## config.mk

```make
export PLATFORM = sky130hd
export DESIGN_NAME = ring_block_allocator
export DESIGN_NICKNAME = d
export VERILOG_FILES = /design/src/rba_pkg.sv /design/src/rba_ctrl.sv /design/src/rba_datapath.sv /design/src/ring_block_allocator.sv
export VERILOG_INCLUDE_DIRS = /design/src /design/src/src
export SDC_FILE = /design/constraint.sdc
export NUM_CORES = 1
export LEC_CHECK = 0
export BUFFER_PORTS_ARGS = -buffer_cell sky130_fd_sc_hd__buf_2
export CORE_MARGIN = 8
export CORE_UTILIZATION = 43
export CTS_CLUSTER_DIAMETER = 40
export CTS_CLUSTER_SIZE = 20
export DETAILED_ROUTE_END_ITERATION = 7
export SKIP_LAST_GASP = 1
export SLEW_MARGIN = 20
export SYNTH_ARGS = -nofsm -noshare
export SYNTH_HDL_FRONTEND = slang
export SYNTH_HIERARCHICAL = 1
export SYNTH_SLANG_ARGS = --single-unit
```

## constraint.sdc

```tcl
create_clock -name clock -period 3.66 [get_ports clock]
set_input_delay 0.183 -clock clock [delete_from_list [all_inputs] [get_ports clock]]
set_output_delay 0.183 -clock clock [all_outputs]
set_load 0.02 [all_outputs]
```

## src/ring_block_allocator_assert.svh

```systemverilog
// Assertion macros used by the allocator's top level.
`ifndef RING_BLOCK_ALLOCATOR_ASSERT_SVH
`define RING_BLOCK_ALLOCATOR_ASSERT_SVH

// Same-cycle implication, checked outside reset.
`define RBA_ASSERT_IMPL(label, clk, rst, ante, cons) \
   label: assert property (@(posedge clk) disable iff (rst) (ante) |-> (cons)) \
      else $error("allocator assertion failed");

// Next-cycle implication, checked outside reset.
`define RBA_ASSERT_NEXT(label, clk, rst, ante, cons) \
   label: assert property (@(posedge clk) disable iff (rst) (ante) |=> (cons)) \
      else $error("allocator assertion failed");

`endif

```

## src/rba_pkg.sv

```systemverilog
package rba_pkg;

   localparam int MAX_BLOCKS   = 64;
   localparam int IDX_W        = 6;
   localparam int LOG2_W       = 3;
   localparam int RING_LOG2_MAX = 6;

   localparam logic MODE_ALLOC = 1'b0;
   localparam logic MODE_FREE  = 1'b1;

   localparam logic [1:0] ST_OK    = 2'd0;
   localparam logic [1:0] ST_FULL  = 2'd1;
   localparam logic [1:0] ST_RANGE = 2'd2;

   localparam logic [LOG2_W-1:0] RING_LOG2_RESET = 3'd6;

   typedef struct packed {
      logic             mode;
      logic [IDX_W-1:0] free_index;
   } req_type;

   typedef struct packed {
      logic [1:0]       status;
      logic [IDX_W-1:0] block_index;
   } rsp_type;

   typedef struct packed {
      logic start_alloc;
      logic do_free;
      logic scan_step;
      logic load_rsp;
   } cmd_type;

   typedef struct packed {
      logic scan_hit;
      logic scan_last;
   } dp_status_type;

   // Index mask of the ring: at least two blocks, at most the whole pool.
   function automatic logic [IDX_W-1:0] ring_mask(input logic [LOG2_W-1:0] lg);
      logic [LOG2_W-1:0] e;
      logic [IDX_W:0]    full;
      logic [IDX_W:0]    tmp;
      if (lg < LOG2_W'(1)) begin
         e = LOG2_W'(1);
      end else if (lg > LOG2_W'(RING_LOG2_MAX)) begin
         e = LOG2_W'(RING_LOG2_MAX);
      end else begin
         e = lg;
      end
      full = (IDX_W+1)'(1) << e;
      tmp = full - (IDX_W+1)'(1);
      return tmp[IDX_W-1:0];
   endfunction

endpackage

```

## src/rba_ctrl.sv

```systemverilog
module rba_ctrl (
   input  logic                   clock,
   input  logic                   reset,
   input  logic                   req_valid,
   output logic                   req_stall,
   input  rba_pkg::req_type       req_word,
   output logic                   rsp_valid,
   input  logic                   rsp_stall,
   input  rba_pkg::dp_status_type dp_status,
   output rba_pkg::cmd_type       cmd
);
   import rba_pkg::*;

   localparam logic [1:0] S_IDLE = 2'd0;
   localparam logic [1:0] S_SCAN = 2'd1;
   localparam logic [1:0] S_PUSH = 2'd2;

   logic [1:0] state_ff;
   logic [1:0] state_in;
   logic       rsp_valid_ff;
   logic       rsp_valid_in;
   logic       accept;
   logic       out_free;

   assign req_stall = (state_ff != S_IDLE);
   assign accept    = req_valid && !req_stall;
   assign out_free  = !rsp_valid_ff || !rsp_stall;
   assign rsp_valid = rsp_valid_ff;

   always_comb begin
      state_in = state_ff;
      cmd      = '0;
      unique case (state_ff)
         S_IDLE: begin
            if (accept) begin
               if (req_word.mode == MODE_FREE) begin
                  cmd.do_free = 1'b1;
                  state_in = S_PUSH;
               end else begin
                  cmd.start_alloc = 1'b1;
                  state_in = S_SCAN;
               end
            end
         end
         S_SCAN: begin
            cmd.scan_step = 1'b1;
            if (dp_status.scan_hit || dp_status.scan_last) begin
               state_in = S_PUSH;
            end
         end
         S_PUSH: begin
            if (out_free) begin
               cmd.load_rsp = 1'b1;
               state_in = S_IDLE;
            end
         end
         default: begin
            state_in = S_IDLE;
         end
      endcase
   end

   always_comb begin
      rsp_valid_in = rsp_valid_ff;
      priority if (cmd.load_rsp) begin
         rsp_valid_in = 1'b1;
      end else if (rsp_valid_ff && !rsp_stall) begin
         rsp_valid_in = 1'b0;
      end else begin
         rsp_valid_in = rsp_valid_ff;
      end
   end

   always_ff @(posedge clock) begin
      if (reset) begin
         state_ff     <= S_IDLE;
         rsp_valid_ff <= 1'b0;
      end else begin
         state_ff     <= state_in;
         rsp_valid_ff <= rsp_valid_in;
      end
   end

endmodule

```

## src/rba_datapath.sv

```systemverilog
module rba_datapath (
   input  logic                          clock,
   input  logic                          reset,
   input  logic                          csr_write_enable,
   input  logic [rba_pkg::LOG2_W-1:0]    csr_write_data,
   input  rba_pkg::req_type              req_word,
   input  rba_pkg::cmd_type              cmd,
   output rba_pkg::dp_status_type        dp_status,
   output rba_pkg::rsp_type              rsp_word
);
   import rba_pkg::*;

   logic [LOG2_W-1:0]     ring_log2_ff, ring_log2_in;
   logic [MAX_BLOCKS-1:0] used_ff, used_in;
   logic [IDX_W-1:0]      next_ff, next_in;
   logic [IDX_W-1:0]      scan_ff, scan_in;
   logic [IDX_W-1:0]      count_ff, count_in;
   rsp_type               res_ff, res_in;
   rsp_type               rsp_ff, rsp_in;
   logic [IDX_W-1:0]      mask;
   logic [IDX_W-1:0]      step;
   logic                  cur_used;

   assign mask     = ring_mask(ring_log2_ff);
   assign cur_used = used_ff[scan_ff];
   assign step     = (scan_ff + IDX_W'(1)) & mask;
   assign dp_status.scan_hit  = !cur_used;
   assign dp_status.scan_last = (count_ff == mask);
   assign rsp_word = rsp_ff;

   always_comb begin
      ring_log2_in = ring_log2_ff;
      used_in      = used_ff;
      next_in      = next_ff;
      scan_in      = scan_ff;
      count_in     = count_ff;
      res_in       = res_ff;
      rsp_in       = rsp_ff;

      if (csr_write_enable) begin
         ring_log2_in = csr_write_data;
      end

      if (cmd.start_alloc) begin
         // A shrunk ring may leave the rotating index outside; wrap it first.
         scan_in  = next_ff & mask;
         count_in = '0;
      end

      if (cmd.do_free) begin
         res_in.block_index = '0;
         if ((req_word.free_index & ~mask) == '0) begin
            used_in[req_word.free_index] = 1'b0;
            res_in.status = ST_OK;
         end else begin
            res_in.status = ST_RANGE;
         end
      end

      if (cmd.scan_step) begin
         priority if (!cur_used) begin
            used_in[scan_ff]   = 1'b1;
            next_in            = step;
            res_in.status      = ST_OK;
            res_in.block_index = scan_ff;
         end else if (count_ff == mask) begin
            // Whole ring inspected; the index is back where it started.
            next_in            = step;
            res_in.status      = ST_FULL;
            res_in.block_index = '0;
         end else begin
            scan_in  = step;
            count_in = count_ff + IDX_W'(1);
         end
      end

      if (cmd.load_rsp) begin
         rsp_in = res_ff;
      end
   end

   always_ff @(posedge clock) begin
      if (reset) begin
         ring_log2_ff <= RING_LOG2_RESET;
         used_ff      <= '0;
         next_ff      <= '0;
      end else begin
         ring_log2_ff <= ring_log2_in;
         used_ff      <= used_in;
         next_ff      <= next_in;
      end
   end

   always_ff @(posedge clock) begin
      scan_ff  <= scan_in;
      count_ff <= count_in;
      res_ff   <= res_in;
      rsp_ff   <= rsp_in;
   end

endmodule

```

## src/ring_block_allocator.sv

```systemverilog
// Channel   Direction  Handshake             Word
// req_      in         req_valid/req_stall   mode, free_index
// rsp_      out        rsp_valid/rsp_stall   status, block_index
// csr_      in         csr_write_enable      ring_size_log2
//
// A free goes from idle straight to the output stage. An allocation first scans
// the ring, one block per cycle, inspecting from 1 up to the ring size blocks.
// The result sits in an output register, so the next word is taken while it waits.
// Reset is synchronous; all in-use bits clear at once, with no clearing pass.
`include "ring_block_allocator_assert.svh"

module ring_block_allocator (
   input  logic                       clock,
   input  logic                       reset,
   input  logic                       req_valid,
   output logic                       req_stall,
   input  rba_pkg::req_type           req_word,
   output logic                       rsp_valid,
   input  logic                       rsp_stall,
   output rba_pkg::rsp_type           rsp_word,
   input  logic                       csr_write_enable,
   input  logic [rba_pkg::LOG2_W-1:0] csr_write_data
);
   import rba_pkg::*;

   cmd_type       cmd;
   dp_status_type dp_status;

   rba_ctrl u_ctrl (
      .clock     (clock),
      .reset     (reset),
      .req_valid (req_valid),
      .req_stall (req_stall),
      .req_word  (req_word),
      .rsp_valid (rsp_valid),
      .rsp_stall (rsp_stall),
      .dp_status (dp_status),
      .cmd       (cmd)
   );

   rba_datapath u_datapath (
      .clock            (clock),
      .reset            (reset),
      .csr_write_enable (csr_write_enable),
      .csr_write_data   (csr_write_data),
      .req_word         (req_word),
      .cmd              (cmd),
      .dp_status        (dp_status),
      .rsp_word         (rsp_word)
   );

   `RBA_ASSERT_NEXT(a_busy_after_accept, clock, reset, req_valid && !req_stall, req_stall)
   `RBA_ASSERT_NEXT(a_load_shows_result, clock, reset, cmd.load_rsp, rsp_valid)
   `RBA_ASSERT_IMPL(a_one_command, clock, reset, 1'b1, $onehot0(cmd))
   `RBA_ASSERT_IMPL(a_full_gives_zero, clock, reset, rsp_valid && rsp_word.status == ST_FULL, rsp_word.block_index == '0)

endmodule

```

Word-level counts from Yosys, hierarchy flattened --
Index checks and enable logic that the tools add are counted.
Word-level totals: RAM bits 0, latch bits 0, register bits 104, logic and storage cells 92, memories kept 0, input port bits 15, output and inout port bits 10, memory bits (read-only) 0
Operators by class: eq/ne operators 7, divide/modulo/power cells 0, reduce and logical (&&, ||, !) cells 16, muxes and demuxes 41, $add $sub $neg 3, multiply operators 0, shift operators 1, $lt $le $gt $ge 6, bitwise logic cells 7
Operator list (number):
- $mux W64 | 4
- $and A64 B64 Y64 | 1
- $not A64 Y64 | 1
- $or A64 B64 Y64 | 1
- $mux W6 | 10
- $mux W8 | 4
- $and A6 B6 Y6 | 3
- $lt A6 B7 Y1 const B | 2
- $mux W2 | 7
- $add A6 B1 Y6 const B | 2
- $demux W1 S6 | 2
- $ge A6 B1 Y1 const B | 2
- $mux W1 | 10
- $bmux W1 S6 | 1
- $eq A6 B6 Y1 | 1
- $logic_not A6 Y1 | 1
- $mux W3 | 2
- $ne A2 B1 Y1 const B | 3
- $not A6 Y6 | 1
- $pmux W2 S3 | 1
- $shl A1 B3 Y6 const A | 1
- $sub A6 B1 Y6 const B | 1
- $logic_and A1 B1 Y1 | 4
- $logic_not A1 Y1 | 4
- 10 further kinds | 12

Depth between registers and ports, before layout --
Gate-level depths: netlist (run 1).
word-level depth 13, mapped depth 11, mapped depth without buffers 8

Hierarchy --
Netlist (run 1), hierarchy kept.
By module, submodules not included:
- rba_datapath | cells an instance 560, seq. area each 2102.0 µm², instances 1, area an instance 4948.5 µm²
- rba_ctrl | cells an instance 23, seq. area each 60.1 µm², instances 1, area an instance 173.9 µm²

Least setup slack after synthesis (run 1) --
OpenSTA, ideal clock, no wires.
path type flip-flop to flip-flop, start point register u_datapath.scan_ff[0], end point register u_datapath/res_ff[2] (netlist name), setup slack 1028 ps, path buffers 2, stages on the path, launching flop included 10, required time 3543 ps, setup time 117 ps, clock period less this slack 2632 ps, arrival 2514 ps, cell sequence dfxtp_1 > buf_6 > mux4_2 > a22oi_1 > o2111ai_1 > or4_4 > nor2_4 > o21ai_2 > buf_2 > a32o_1
RTL lines:
- from (decl) | RTL line rba_datapath.sv:16 | logic [IDX_W-1:0] scan_ff, scan_in;
- from (signal assigned) | RTL line rba_datapath.sv:95 | scan_ff <= scan_in;
- to (signal assigned) | RTL line rba_datapath.sv:97 | res_ff <= res_in;
- to (decl) | RTL line rba_datapath.sv:18 | rsp_type res_ff, res_in;

==> flow_metrics.py, run 1 <==
metrics = {
    "outcome": {
        "run_status": "finished, final reports clean",
    },
    "setup_path": {
        "worst-path-buf-inv": 2,
        "critPathLaunchType": "flop",
        "required_ps": 3950,
        "critPathCapture": "u_datapath/res_ff[3]",
        "ff2ff_path_depth": 8,
        "critical_path_class": "reg -> reg",
        "worst_path_largest_cell_delay_ps": 600,
        "worstPathCellList": "buf_12 > mux4_2 > a22oi_1 > o2111ai_1 > or4_4 > nor3_4 > buf_4 > a32o_1",
        "rr_startpoint": "u_datapath/scan_ff[0]",
        "worstReg2RegEnd": "u_datapath/res_ff[3]",
        "endpoint_kind": "flop",
        "r2r_setup_slack_ps": 480,
        "critPathSlowestCell": "or4_4",
        "critPathTopFamily": "simple AND/OR/NAND/NOR gates",
        "path_depth": 8,
        "cp-startpoint": "u_datapath/scan_ff[0]",
        "worstPathArrival_ps": 3470,
        "cp_max_fo": 24,
    },
    "pwr": {
        "leakage_nw": 1.91,
        "pwr-share-clk": 0.419,
        "p_comb_frac": 0.080,
        "vdd_drop_max_uv": 217,
        "p_switching_uw": 610,
        "seq_power_share": 0.501,
        "power_switching_share": 0.259,
        "p_int_mw": 1.75,
        "cellPowerDensity_nw_per_um2": 416,
        "total_power_mw": 2.36,
    },
    "yosys": {
        "yosysSeqAreaShare": 0.422,
        "ys.flop_type": "dfxtp_1",
        "synthDistinctLibCells": 65,
        "avgSynthCellArea_sq_um": 8.79,
        "yosys_register_bits": 104,
        "syn_inst": 583,
        "synth_edf_count": 8,
        "syn_nets": 600,
        "async_flop_share": 0,
        "syn_area_sq_um": 5120,
        "yosys_warnings": 6,
    },
    "global_routing": {
        "grt_overflow": 0,
        "grt_pass1_wl_um": 24100,
        "top_usage_layer": "met2",
        "use_met2": 0.308,
        "grt_pass1_vias": 4498,
        "grtUsageMet1": 0.240,
        "grt_antenna_before_repair": 0,
        "track_usage": 0.191,
        "use_met3": 0.0353,
        "grt_start_max_net_pins": 57,
    },
    "min_path": {
        "min_path_type": "in -> reg",
        "hold_path_depth": 2,
    },
    "detailed_routing": {
        "first_pass_iters": 5,
        "first_iter_violations": 639,
        "wl_um": 15000,
        "num_vias": 4713,
        "via_per_inst": 6.34,
        "ant_nets": 0,
        "route.detailed.drc": 0,
        "routedWlPerCell_um": 20.3,
    },
    "sta": {
        "final.period_utilization": 0.868,
        "setup_ws_ps": 484,
        "finalSetupViolCount": 0,
        "fin_crit_ps": 3180,
        "hold_violations": 0,
        "max_slew_margin": 0.360,
        "worstMarginPinSlew_ps": 953,
        "fin_skew_ps": 12.2,
        "slew_violations": 0,
        "tns_ps": 0,
        "fmax_mhz": 315,
        "rsz0062_at_grt": "no",
    },
    "die": {
        "core.rowCount": 40,
        "dieHeight_um": 125,
        "ios": 25,
        "start_util": 0.434,
        "fp.dieW_um": 125,
        "die_area_sq_um": 15700,
        "core_sq_um": 11800,
    },
    "final_layout": {
        "stdcell_count": 743,
        "syn_to_final_growth_pct": 10.5,
        "finalInstanceArea_sq_um": 5660,
        "antenna_cells": 0,
        "drive_gt1_frac": 0.138,
        "layout_commonest_cell": "dfxtp_1",
        "nFillCells": 1146,
        "multiInputGateArea_sq_um": 2700,
        "final_net_count": 608,
        "final_cell_mix": "96 x dfxtp_1, 78 x nand3_1, 73 x a21oi_1, 61 x o21ai_0, 26 x nor2_1",
        "seq_area_sq_um": 2160,
    },
    "clock_tree": {
        "cts.htree.levels": 3,
        "cts_buffers": 9,
        "clock_latency_ps": 360,
        "cts_tree": "built",
        "cts_buffer_depth": 2,
        "clkSinkCount": 104,
        "clock-root-buffer": "clkbuf_16",
        "cts_hold_buf": 0,
        "cts_setup_buffers": 0,
        "ctsResizeCount": 0,
        "clk_pin_slew_ps": 70,
    },
    "flow_run": {
        "maxCapViolCount": 0,
    },
    "place": {
        "place_congestion": 0.862,
        "place_hpwl_um": 10200,
        "place_area_sq_um": 5360,
        "post-place-ws_ps": 536,
        "port_buffers": 24,
        "dp.cells": 727,
    },
}
stage by stage:
stage / hold slack, ps / utilization
2_1_floorplan: 252 / -
3_3_place_gp: 391 / 0.454
3_5_place_dp: 399 / 0.454
4_1_cts: 30.8 / 0.479
5_1_grt: 54.4 / 0.479
6_report: 47.6 / 0.479
layout make-up:
cell class                 instances  area share
tap                              147      0.0325
multi-input combinational        422       0.477
sequential                       104       0.382
clock inverter                     4     0.00597
inverter                          15     0.00995
clock buffer                      12      0.0471
timing repair buffer              39      0.0456
worst min-delay path by stage:
stage	from	to	slack, ps
6_report	csr_write_data[2]	u_datapath/ring_log2_ff[2]	50
2_1_floorplan	reset	u_ctrl/rsp_valid	250
4_1_cts	csr_write_data[2]	u_datapath/ring_log2_ff[2]	30
3_5_place_dp	csr_write_data[2]	u_datapath/ring_log2_ff[2]	400
3_3_place_gp	csr_write_data[2]	u_datapath/ring_log2_ff[2]	390
5_1_grt	csr_write_data[1]	u_datapath/ring_log2_ff[1]	50
registers in the layout, indices dropped and copies added (netlist names):
name and flops:
u_datapath/rsp_word 8, u_ctrl/rsp_valid 1, u_datapath/scan_ff 6, u_datapath/next_ff 6, u_datapath/used_ff 64, u_datapath/res_ff 8, u_datapath/ring_log2_ff 3, u_datapath/count_ff 6
u_ctrl/state_ff 2
worst register-to-register path: stages, from the launching register on:
cell	delay, ps
dfxtp_1	460
buf_12	240
mux4_2	530
a22oi_1	270
o2111ai_1	170
or4_4	600
nor3_4	460
buf_4	260
a32o_1	130
cells in the mapped netlist, types with 3 or more instances:
cell      instances  area (sq um)
dfxtp_1          96          1920
nand3_1          78           390
a21oi_1          73           365
o21ai_0          61           305
clkbuf_1         26          97.6
nor2_1           26          97.6
nand2_1          22          82.6
inv_1            15          56.3
mux4_2           14           315
nor2b_1          14          87.6
nor3_1           12          60.1
o21ai_1          11          55.1
edfxtp_1          8           240
or3_1             7          43.8
a32o_1            6          60.1
and3_1            6          37.5
buf_2             6          30.0
nand2b_1          6          37.5
nand3b_1          6          45.0
o31ai_1           6          45.0
xnor2_1           5          43.8
a211oi_1          4          30.0
a22oi_1           4          30.0
buf_6             4          45.0
mux2_1            4          45.0
a22o_1            3          26.3
buf_1             3          11.3
buf_4             3          22.5
mux2i_1           3          30.0
nand4_1           3          18.8
nor3b_2           3          37.5
or3b_2            3          26.3
kinds of logic (layout without fill, tap and decap cells):
kind of cell | after synthesis | count (layout) | share of synthesized area
and+or+nand+nor | 201 | 201 | 0.215
muxes | 21 | 21 | 0.0762
AOI/OAI and AO/OA | 192 | 192 | 0.220
adders and majority gates | 2 | 2 | 0.00488
DFF | 104 | 104 | 0.422
xor gates and xnor gates | 6 | 6 | 0.0103
buffers and inverters | 57 | 70 | 0.0513
metal layers:
layer | part of all wire | wire length (um) | vias to the layer above
met2 | 0.47 | 7000 | 225
met3 | 0.080 | 1200 | 31
met5 | 0 | 0 | -
li1 | - | - | 2176
met4 | 0.025 | 374 | 0
met1 | 0.43 | 6470 | 2281
power groups by stage:
stage	Clock, mW	Combinational (mW)	Sequential [mW]
global placement	0	0.184	1.21
CTS	0.997	0.187	1.18
finish	0.986	0.189	1.18
global route	1.04	0.202	1.18
floorplan	0	0.130	1.20
detailed placement	0	0.186	1.21
No activity file was read; power rests on OpenSTA's default activity.
==> run 2, diff against run 1 <==
clock period = 3.4 ns   (was 3.66 ns; I/O delays follow)
==> flow_metrics.py, run 2 (synthesis gave the netlist of run 1 again) <==
metrics = {
    "final_layout": {
        "final_cell_mix": "96 x dfxtp_1, 78 x nand3_1, 73 x a21oi_1, 61 x o21ai_0, 26 x nor2_1",
        "largest_reg_flops": 64,
        "antenna_cells": 0,
        "postLayoutCoreUtil": 0.479,
        "nFillCells": 1151,
        "layout_commonest_cell": "dfxtp_1",
        "syn_to_final_growth_pct": 10.4,
        "regMostFlops": "u_datapath/used_ff",
        "final_net_count": 614,
        "drive_gt1_frac": 0.143,
    },
    "sta": {
        "fin_skew_ps": 6.43,
        "fmax_mhz": 334,
        "worstMarginPinSlew_ps": 1010,
        "slew_violations": 0,
        "hold_violations": 0,
        "final.period_utilization": 0.881,
        "fin_crit_ps": 3000,
        "rsz0062_at_grt": "no",
        "finalSetupViolCount": 0,
        "max_slew_margin": 0.323,
        "tns_ps": 0,
    },
    "setup_path": {
        "worstPathCellList": "buf_4 > mux4_2 > a22oi_1 > o2111ai_1 > nor4_1 > a211oi_2 > buf_4 > mux2_1 > mux2i_1",
        "worstPathArrival_ps": 3280,
        "required_ps": 3680,
        "critical_path_class": "reg -> reg",
        "crit_top_cell": "buf_4",
        "cp_max_fo": 17,
        "critPathLaunchType": "flop",
        "worst_path_largest_cell_delay_ps": 540,
        "critPathSlowestCell": "mux4_2",
        "endpoint_kind": "flop",
    },
    "detailed_routing": {
        "routedWlPerCell_um": 20.3,
        "first_pass_iters": 6,
        "route.detailed.drc": 0,
        "ant_nets": 0,
        "num_vias": 4691,
        "wl_um": 15200,
        "via_per_inst": 6.26,
        "first_iter_violations": 515,
    },
    "pwr": {
        "p_switching_uw": 631,
        "pwr-share-clk": 0.395,
        "cellPowerDensity_nw_per_um2": 431,
        "vdd_drop_max_uv": 239,
        "seq_power_share": 0.521,
        "power_switching_share": 0.259,
        "p_comb_frac": 0.084,
        "p_int_mw": 1.81,
        "leakage_nw": 1.93,
    },
    "die": {
        "core.rowCount": 40,
        "start_util": 0.434,
        "ios": 25,
        "dieHeight_um": 125,
        "die_area_sq_um": 15700,
        "fp.dieW_um": 125,
        "core_sq_um": 11800,
    },
    "clock_tree": {
        "cts_tree": "built",
        "clock_latency_ps": 350,
        "cts_hold_buf": 0,
        "cts_buffer_depth": 2,
        "cts.htree.levels": 3,
        "clk_pin_slew_ps": 70,
        "cts_setup_buffers": 0,
        "clock-root-buffer": "clkbuf_16",
        "clkSinkCount": 104,
        "ctsResizeCount": 0,
        "cts_buffers": 9,
    },
    "place": {
        "place_hpwl_um": 10500,
        "place_congestion": 0.858,
        "port_buffers": 24,
    },
    "global_routing": {
        "grt_antenna_before_repair": 0,
        "top_usage_layer": "met2",
        "grt_pass1_wl_um": 24600,
        "use_met3": 0.0416,
        "use_met2": 0.309,
        "track_usage": 0.197,
        "grt_pass1_vias": 4443,
        "grt_start_max_net_pins": 57,
        "grtUsageMet1": 0.257,
        "grt_overflow": 0,
    },
    "outcome": {
        "run_status": "finished, final reports clean",
    },
    "min_path": {
        "min_path_type": "in -> reg",
    },
    "flow_run": {
        "maxCapViolCount": 0,
    },
}
## run 2: path summary, 6_finish.rpt
kind	cells after the start	endpoint	slack (ps)	start
max	9	u_datapath/count_ff[2]	400	u_datapath/scan_ff[0]
min reg2reg	0	u_datapath/rsp_word[5]	450	u_datapath/res_ff[5]
min	2	u_datapath/ring_log2_ff[2]	30	csr_write_data[2]
max reg2reg	9	u_datapath/count_ff[2]	400	u_datapath/scan_ff[0]
## run 2: area by class of cell
class / count / area, sq um / area share
Clock inverter: 6 / 36.3 / 0.00642
Multi-Input combinational cell: 422 / 2700 / 0.477
Inverter: 15 / 56.3 / 0.00996
Tap cell: 147 / 184 / 0.0325
Timing Repair Buffer: 45 / 290 / 0.0513
Sequential cell: 104 / 2160 / 0.382
Clock buffer: 10 / 229 / 0.0405
## run 2: metal layers
layer,wire (um),share of wire
met3,1330,0.088
met1,6610,0.43
met5,0,0
met2,7000,0.46
met4,279,0.018
## run 2: power by group through the flow
| stage | clock [mW] | sequential [mW] | combinational, mW |
|---|---|---|---|
| CTS | 0.978 | 1.27 | 0.203 |
| finish | 0.962 | 1.27 | 0.205 |
| global route | 1.03 | 1.27 | 0.222 |
| detailed placement | 0 | 1.30 | 0.202 |
| floorplan | 0 | 1.29 | 0.139 |
| global placement | 0 | 1.30 | 0.201 |
## run 2: through the flow
stage               worst slack (ps)  power, mW  std cells  area [sq um]  hold WS [ps]
finish                           404       2.44        749          5660          31.2
global route                     186       2.53        749          5660          24.0
CTS                              414       2.45        749          5660          17.9
detailed placement               461       1.50        733          5390           386
global placement                 467       1.50        733          5390           372
floorplan                        768       1.43        583          5120           239
## run 2: critical path: cells and delay by family, from the launching register on
| family | cells | cell delay, ps |
|---|---|---|
| and+or+nand+nor | 1 | 520 |
| AOI/OAI and AO/OA | 3 | 600 |
| buffers and inverters | 2 | 480 |
| DFF | 1 | 330 |
| muxes | 3 | 980 |
==> run 3, diff against run 2 <==
CELL_PAD_IN_SITES_DETAIL_PLACEMENT = 1   (was not set)
CELL_PAD_IN_SITES_GLOBAL_PLACEMENT = 2   (was not set)
CORE_UTILIZATION = 38   (was 43)
PLACE_DENSITY_LB_ADDON = 0.1   (was not set)
REMOVE_ABC_BUFFERS = 1   (was not set)
==> flow_metrics.py, run 3 (synthesis gave the netlist of run 1 again) <==
metrics = {
    "global_routing": {
        "track_usage": 0.203,
        "grt_antenna_before_repair": 0,
        "grt_start_max_net_pins": 58,
        "grt_pass1_wl_um": 27800,
        "grt_overflow": 0,
        "grt_pass1_vias": 4844,
    },
    "clock_tree": {
        "cts_hold_buf": 0,
        "ctsResizeCount": 0,
        "cts_tree": "built",
        "cts_buffer_depth": 2,
        "cts.htree.levels": 3,
        "clkSinkCount": 104,
        "clock_latency_ps": 360,
        "cts_setup_buffers": 0,
        "clk_pin_slew_ps": 80,
        "clock-root-buffer": "clkbuf_16",
        "cts_buffers": 9,
    },
    "pwr": {
        "seq_power_share": 0.511,
        "vdd_drop_max_uv": 265,
        "leakage_nw": 1.95,
        "p_switching_uw": 669,
        "power_switching_share": 0.269,
        "cellPowerDensity_nw_per_um2": 433,
        "p_comb_frac": 0.086,
        "pwr-share-clk": 0.403,
        "p_int_mw": 1.82,
    },
    "sta": {
        "rsz0062_at_grt": "no",
        "final.period_utilization": 0.917,
        "fmax_mhz": 321,
        "finalSetupViolCount": 0,
        "fin_crit_ps": 3120,
        "tns_ps": 0,
        "max_slew_margin": 0.348,
        "worstMarginPinSlew_ps": 978,
        "fin_skew_ps": 6.92,
        "slew_violations": 0,
        "hold_violations": 0,
        "holdWs_ps": 22.4,
    },
    "die": {
        "fp.dieW_um": 132,
        "core_sq_um": 13200,
        "dieHeight_um": 132,
        "ios": 25,
        "core.rowCount": 42,
        "start_util": 0.388,
        "die_area_sq_um": 17500,
    },
    "place": {
        "place_area_sq_um": 5470,
        "place_hpwl_um": 12200,
        "place_congestion": 0.834,
        "port_buffers": 24,
    },
    "final_layout": {
        "largest_reg_flops": 64,
        "regMostFlops": "u_datapath/used_ff",
        "final_net_count": 618,
        "postLayoutCoreUtil": 0.436,
        "syn_to_final_growth_pct": 12.2,
        "drive_gt1_frac": 0.152,
        "finalInstanceArea_sq_um": 5750,
        "final_cell_mix": "96 x dfxtp_1, 78 x nand3_1, 73 x a21oi_1, 61 x o21ai_0, 26 x nor2_1",
        "antenna_cells": 0,
        "layout_commonest_cell": "dfxtp_1",
    },
    "setup_path": {
        "worst_path_largest_cell_delay_ps": 750,
        "endpoint_kind": "flop",
        "critical_path_class": "reg -> reg",
        "critPathSlowestCell": "dfxtp_1",
        "worstPathArrival_ps": 3410,
        "ff2ff_path_depth": 8,
        "required_ps": 3690,
        "cp_max_fo": 12,
        "critPathLaunchType": "flop",
        "worstPathCellList": "mux4_2 > a22oi_1 > o2111ai_1 > or4_4 > nor3_4 > buf_4 > nand3_1 > a21oi_1",
    },
    "detailed_routing": {
        "first_pass_iters": 5,
        "via_per_inst": 5.94,
        "num_vias": 4648,
        "wl_um": 17300,
        "first_iter_violations": 268,
        "route.met2.wl_um": 8690,
        "wl_met3_um": 621,
        "top_layer_used": "met4",
        "route.detailed.drc": 0,
        "ant_nets": 0,
        "wl_met1_um": 7600,
        "routedWlPerCell_um": 22.1,
    },
    "min_path": {
        "hold_path_depth": 2,
        "min_path_type": "in -> reg",
    },
    "outcome": {
        "run_status": "finished, final reports clean",
    },
    "flow_run": {
        "maxCapViolCount": 0,
    },
}
## run 3: worst max-delay path, delay by kind of cell (launching register included)
family	cells	cell delay (ps)
flip-flops	1	750
multiplexers	1	410
buffers and inverters	1	260
AO/OA/AOI/OAI	3	570
AND/OR/NAND/NOR	3	1060
## run 3: final timing paths
path / slack [ps] / endpoint / from
max: 280 / u_datapath/used_ff[63] / u_datapath/scan_ff[1]
min: 20 / u_datapath/ring_log2_ff[2] / csr_write_data[2]
max reg2reg: 280 / u_datapath/used_ff[63] / u_datapath/scan_ff[1]
min reg2reg: 440 / u_datapath/rsp_word[4] / u_datapath/res_ff[4]
## run 3: final cells by class
type                       count  area (sq um)
fill                        1583          7440
inverter                      15          56.3
clock inverter                 7          55.1
multi-input combinational    422          2700
timing repair buffer          49           333
sequential                   104          2160
clock buffer                   9           225
tap                          176           220
## run 3: power by group through the flow
stage	sequential, mW	clock, mW	combinational, mW
after floorplan	1.30	0	0.102
after global placement	1.30	0	0.209
after detailed placement	1.30	0	0.213
after CTS	1.27	1.04	0.215
after global routing	1.27	1.09	0.231
final	1.27	1.00	0.213
## run 3: routing by layer
metal | global-route usage | up-vias
met3 | 0.0412 | 22
met1 | 0.246 | 2327
met2 | 0.348 | 94
met4 | 0.0734 | 0
li1 | - | 2205
met5 | 0 | -
## run 3: metrics by stage
stage	power (mW)	cells	worst slack, ps
CTS	2.52	782	271
global placement	1.51	766	374
detailed placement	1.51	766	294
floorplan	1.40	541	-547
finish	2.49	782	283
global route	2.59	782	46.1
